[src/design/svb_pkg.sv]
// Shared types, codes and the arithmetic helper of the skinned vertex bounds block.
package svb_pkg;

  // Default sizes
  localparam int unsigned PaletteSizeDef   = 256;
  localparam int unsigned SetInfluencesDef = 4;
  localparam int unsigned ElemsPerBone     = 12;
  localparam int unsigned Influences       = 8;

  // Command codes
  localparam logic [1:0] CMD_LOAD  = 2'd0;
  localparam logic [1:0] CMD_SKIN  = 2'd1;
  localparam logic [1:0] CMD_CLEAR = 2'd2;

  localparam logic signed [31:0] Int32Max = 32'sh7FFF_FFFF;
  localparam logic signed [31:0] Int32Min = 32'sh8000_0000;

  typedef struct packed {
    logic [1:0]         cmd;
    logic signed [31:0] pos_x;
    logic signed [31:0] pos_y;
    logic signed [31:0] pos_z;
    logic [63:0]        bone_indices;
    logic [63:0]        weights_first;
    logic [63:0]        weights_second;
    logic [7:0]         bone_slot;
    logic [3:0]         elem_index;
    logic signed [31:0] elem_value;
  } in_item_t;

  typedef struct packed {
    logic signed [31:0] skinned_x;
    logic signed [31:0] skinned_y;
    logic signed [31:0] skinned_z;
    logic signed [31:0] box_min_x;
    logic signed [31:0] box_min_y;
    logic signed [31:0] box_min_z;
    logic signed [31:0] box_max_x;
    logic signed [31:0] box_max_y;
    logic signed [31:0] box_max_z;
  } out_item_t;

  typedef enum logic [1:0] {
    JOB_LOAD,
    JOB_SKIN,
    JOB_CLEAR
  } job_e;

  typedef struct packed {
    job_e     kind;
    in_item_t item;
  } job_t;

  typedef enum logic [1:0] {
    ST_IDLE,
    ST_ISSUE,
    ST_DRAIN,
    ST_DONE
  } state_e;

  // Clamp a wide signed value to 32 bits
  function automatic logic signed [31:0] sat32(input logic signed [51:0] v);
    logic signed [51:0] hi;
    logic signed [51:0] lo;
    hi = 52'(Int32Max);
    lo = 52'(Int32Min);
    if (v > hi) begin
      return Int32Max;
    end else if (v < lo) begin
      return Int32Min;
    end
    return v[31:0];
  endfunction

endpackage

[src/design/svb_front.sv]
// Front end: accepts items, classifies the command and queues jobs for the back end.
module svb_front (
  input  logic            clk_i,
  input  logic            rst_ni,
  input  logic            push,
  output logic            full,
  input  svb_pkg::in_item_t item_i,
  output logic            job_valid_o,
  output svb_pkg::job_t   job_o,
  input  logic            job_ready_i
);
  import svb_pkg::*;

  job_t       entry_q [2];
  logic       wr_ptr_q, rd_ptr_q;
  logic [1:0] cnt_q;
  logic       accept, keep, deq;
  job_t       job_new;

  // Classify the command; unused codes are dropped
  always_comb begin
    job_new.item = item_i;
    job_new.kind = JOB_LOAD;
    keep         = 1'b1;
    unique case (item_i.cmd)
      CMD_LOAD:  job_new.kind = JOB_LOAD;
      CMD_SKIN:  job_new.kind = JOB_SKIN;
      CMD_CLEAR: job_new.kind = JOB_CLEAR;
      default:   keep         = 1'b0;
    endcase
  end

  assign full        = (cnt_q == 2'd2);
  assign accept      = push && !full;
  assign job_valid_o = (cnt_q != 2'd0);
  assign job_o       = entry_q[rd_ptr_q];
  assign deq         = job_valid_o && job_ready_i;

  // Store queue entries
  always_ff @(posedge clk_i) begin
    if (accept && keep) begin
      entry_q[wr_ptr_q] <= job_new;
    end
  end

  // Advance pointers and count
  always_ff @(posedge clk_i or negedge rst_ni) begin
    if (!rst_ni) begin
      wr_ptr_q <= 1'b0;
      rd_ptr_q <= 1'b0;
      cnt_q    <= 2'd0;
    end else begin
      if (accept && keep) begin
        wr_ptr_q <= !wr_ptr_q;
      end
      if (deq) begin
        rd_ptr_q <= !rd_ptr_q;
      end
      cnt_q <= cnt_q + 2'(accept && keep) - 2'(deq);
    end
  end

endmodule

[config.mk]
export PLATFORM = sky130hd
export DESIGN_NAME = svb_front
export DESIGN_NICKNAME = d
export VERILOG_FILES = /design/src/design/svb_pkg.sv /design/src/design/svb_front.sv
export SDC_FILE = /design/constraint.sdc
export NUM_CORES = 1
export LEC_CHECK = 0
export BUFFER_PORTS_ARGS = -buffer_cell sky130_fd_sc_hd__buf_4
export CAP_MARGIN = 5
export CORE_AREA = 2 2 260 262
export CTS_BUF_LIST = sky130_fd_sc_hd__clkbuf_8
export DETAILED_ROUTE_END_ITERATION = 8
export DIE_AREA = 0 0 262 264
export GPL_ROUTABILITY_DRIVEN = 0
export PLACE_DENSITY = 0.67
export SLEW_MARGIN = 5
export SYNTH_ARGS = -nofsm -noshare
export SYNTH_HDL_FRONTEND = slang
export SYNTH_SLANG_ARGS = --single-unit
[constraint.sdc]
create_clock -name clk_i -period 23.5 [get_ports clk_i]
set_input_delay 2.35 -clock clk_i [delete_from_list [all_inputs] [get_ports clk_i]]
set_output_delay 2.35 -clock clk_i [all_outputs]
set_load 0.02 [all_outputs]
* After elaboration in Yosys (flattened, before gate mapping)
Memory sizes are Yosys's and may differ from the RTL's.
Cells that the tools add are included.
** Cells by class
- Mux-type cells :: 4
- Add/subtract/negate cells :: 2
- Eq/ne operators :: 3
- Reductions and logical operators :: 9
** Operator list (number)
- $eq A2 B2 Y1 const B :: 2
- $pmux W2 S2 :: 1
- $logic_and A1 B1 Y1 :: 3
- $logic_not A1 Y1 :: 3
- $mux W1 :: 3
- $reduce_or A3 Y1 :: 1
- $add A2 B1 Y2 :: 1
- $eq A2 B1 Y1 const B :: 1
- $logic_not A2 Y1 :: 1
- $reduce_bool A2 Y1 :: 1
- $sub A2 B1 Y2 :: 1
** Storage, ports and cells
- Memory bits (writable) :: 672
- Memories :: 1
- Logic and storage cells :: 22
- Input port bits :: 338
- Output and inout port bits :: 338
- Bits in registers :: 4
** Memories
- entry_q :: words 2, width 336, rd ports 1, clocked after memory_dff 0, wr ports 1, line svb_front.sv:14 : job_t entry_q [2];

* Depth between registers and ports, before layout
- Word-level depth :: 6
- Gate-level depth with buffers :: 7
- Depth with buffers taken out :: 7

* Worst setup path before layout
Ideal clock, no wire load.
- Kind :: input -> register
- Start :: input item_i[333] in the netlist's numbering
- End :: memory entry_q[0][0] in the netlist's numbering, enable pin
- Required time :: 22458 ps
- Buffers on the path :: 0
- Data arrival time :: 16478 ps
- Path slack :: 5979 ps
- Cell stages on the path :: 3
- Setup time :: 1042 ps
- Path through :: nand2_1 > nand3b_1 > nor2_1
** On the way
- Longest elaborated chain between the ends :: 6
- Elaborated cells on any way between the ends :: 8
- Classes of those cells :: 2 x eq/ne; 3 x mux; 3 x reduce/logical
** Ends and longest elaborated chain
- from (decl) :: line svb_front.sv:7 : input svb_pkg::in_item_t item_i,
- $eq A2 B2 Y1, or another cell as far along :: line svb_front.sv:25 : unique case (item_i.cmd)
- $reduce_or A3 Y1 (no line) *
- $mux W1 * :: line svb_front.sv:25
- $logic_and A1 B1 Y1 * :: line svb_front.sv:41 : if (accept && keep) begin
- $mux W1 * :: line svb_front.sv:41
- $mux W1 (implied by the code) * :: line svb_front.sv:42 : entry_q[wr_ptr_q] <= job_new;
- to (decl) :: line svb_front.sv:14
Every way passes the cells marked *; elsewhere a longest branch is shown, timed or not.

==> metrics.yaml <==
async_flop_share: 0.005917
pwr-share-clk: 0.234
finalPower_mw: 3.962
fin_crit_ns: 6.660
status: "finished, final reports clean"
drt_iter0_drc: 714
dpl-instance-area_sq_um: 30650
cpMaxStageDelayCell: "dfrtp_4"
crit_fanout: 76
synth-main-ff-cell: "edfxtp_1"
hold_viol: 0
start_util: 0.3725
synthCells: 1067
wl_per_cell_microns: 20.42
reg2regPathDepth: 6
max_stage_delay_ns: 1.08
dp_hpwl_mm: 39.02
worst_pin_slew_ns: 1.149
min_path_type: "flop to flop"
netlist-cell-type-count: 16
crit_chain: "buf_4 -> buf_4 -> mux2_2 -> buf_4"
rsz0062_at_grt: "false"
cp_top_family: "buffers and inverters"
slew-limit-headroom: 0.2337
grt_max_degree: 167
cts.htree.levels: 3
final_util: 0.4908
postCtsSetupBuffers: 0
netlist_area_sq_um: 24800
clkSinkCount: 676
ioPinCount: 676
yosys_register_bits: 676
syn_avg_cell_area_sq_um: 23.24
grt_pass1_wl_mm: 81.12
p_seq_frac: 0.416
ys_seq_area_frac: 0.8178
via_per_inst: 4.591
synth_top_area_share: 0.8138
syn_nets: 1407
r2r_slack_ns: 19.15
cp.buffers_inverters: 3
peakVddDrop_v: 0.00007410
numCtsBuffers: 109
path_common_cell: "buf_4"
coreArea_sq_um: 66560
cts_buffer_depth: 3
synth-edff-count: 672
layout_setup_ws_ns: 16.84
post-route-period-util: 0.2834
multi_input_area_sq_um: 4096
io_buffers: 675
ant_nets: 0
seqCellArea_sq_um: 20280
fin_skew_ns: 0.03255
worst-setup-path-type: "flop to primary output"
power.internal_mw: 2.677
fin_tns_setup_ns: 0
tritoncts: "done"
synthToLayoutAreaGrowth_pct: 31.75
nets: 2166
die-area_sq_um: 69170
swShare: 0.3243
fill_cells: 5528
yosysMostFrequentCell: "edfxtp_1"
dieHeight_microns: 264
cts_root_buffer: "clkbuf_8"
synth_warnings: 0
arrival_ns: 4.31
netlist_top_cells_count: "edfxtp_1 (672), mux2_2 (272), mux2_4 (50)"
gr-usage-all-layers: 0.1572
final_area_sq_um: 32670
antenna_found_initial: 2
cp.depth: 4
synth_top_area_cell: "edfxtp_1"
drc_errors: 0
post_cts_resized: 0
switchingPower_mw: 1.285
drv_cap: 0
setup_viol: 0
num_rows: 95
dr.pass1.iters: 6
grt_pass1_vias: 13770
fmax_mhz: 150.2
drive_gt1_frac: 0.5960
comb_power_share: 0.350
clk_latency_ns: 0.71
holdPathStages: 1
cp.required_ns: 21.15
startpoint_type: "flop"
overflow: 0
cts_hold_buf: 0
place_ws_ns: 17.10
die_w_microns: 262
power.leakage_nw: 12.30
clkTransAtPathRegs_ns: 0.06
routed_wl_mm: 56.91
cp-end-kind: "primary output"
yosys-top-cells-area: "edfxtp_1 (81%), mux2_2 (12%), mux2_4 (3.0%)"
powerDensity_nw_per_um2: 121.3
report.final.slew_viol_count: 0
vias: 12800
==> sequential cells by signal, indices dropped and copies added (netlist names) <==
register / cells
entry_q: 672
cnt_q: 2
wr_ptr_q: 1
rd_ptr_q: 1
==> metrics by stage <==
| step | hold slack (ns) | std cells |
|---|---|---|
| 3_3_place_gp | 0.4736 | 2588 |
| 6_report | 0.4882 | 2787 |
| 4_1_cts | 0.4947 | 2784 |
| 3_5_place_dp | 0.4840 | 2588 |
| 5_1_grt | 0.5242 | 2785 |
| 2_1_floorplan | 0.4519 | 1067 |
==> power by group through the flow <==
stage / logic [mW] / registers, mW / clock network [mW]
after floorplan: 0.899 / 1.77 / 0
after global placement: 1.40 / 1.66 / 0
after detailed placement: 1.40 / 1.67 / 0
after CTS: 1.41 / 1.65 / 0.963
after global routing: 1.46 / 1.67 / 1.01
final: 1.39 / 1.65 / 0.929
==> worst register-to-register path, delay by kind of cell (launching register included) <==
| kind | cells | cell delay (ns) |
|---|---|---|
| buf+inv | 3 | 2.30 |
| simple gates | 3 | 1.19 |
| flops | 1 | 0.40 |
==> worst paths after layout <==
check / startpoint / endpoint
max: rd_ptr_q$_DFFE_PN0P_ / job_o[171]
min: cnt_q[1]$_DFF_PN0_ / cnt_q[1]$_DFF_PN0_
max reg2reg: cnt_q[1]$_DFF_PN0_ / entry_q[1][62]$_DFFE_PP_
min reg2reg: cnt_q[1]$_DFF_PN0_ / cnt_q[1]$_DFF_PN0_
max in group asynchronous: rst_ni / rd_ptr_q$_DFFE_PN0P_
min in group asynchronous: rst_ni / cnt_q[1]$_DFF_PN0_
==> layout make-up <==
cell class / instances / share of cell area
clock buffer: 110 / 0.04634
antenna: 3 / 0.0002298
timing repair buffer: 686 / 0.1584
clock inverter: 86 / 0.01509
multi-input combinational: 351 / 0.1254
inverter: 2 / 0.0002298
tap: 873 / 0.03344
sequential: 676 / 0.6209
==> per-layer routing <==
metal  global-route usage  vias up  wire length (microns)
met2               0.2780      464                  30010
li1                     -     5819                      -
met4              0.06734        2                   1840
met1               0.1694     6398                  20490
met3              0.05412      113                   4557
met5                    0        -                     16
==> layout by cell type (no fill, tap or decap), types with 2 or more instances in the layout <==
cell type,instances
diode_2,3
inv_1,40
nor2_4,2
clkinv_1,31
dfrtp_1,3
xnor2_1,3
mux2_2,272
nor2b_1,3
buf_12,2
inv_12,3
edfxtp_1,672
clkbuf_8,110
bufinv_16,4
buf_4,684
ha_1,2
mux2_4,50
mux2_1,14
clkinv_2,8
==> cells by family after synthesis <==
family / Yosys count / synth area share
adders and majority gates: 2 / 0.001009
and+or+nand+nor: 9 / 0.002019
xor gates and xnor gates: 4 / 0.001413
DFF: 676 / 0.8178
buffers and inverters: 40 / 0.01756
muxes: 336 / 0.1602
Power figures use the tool's default switching activity.
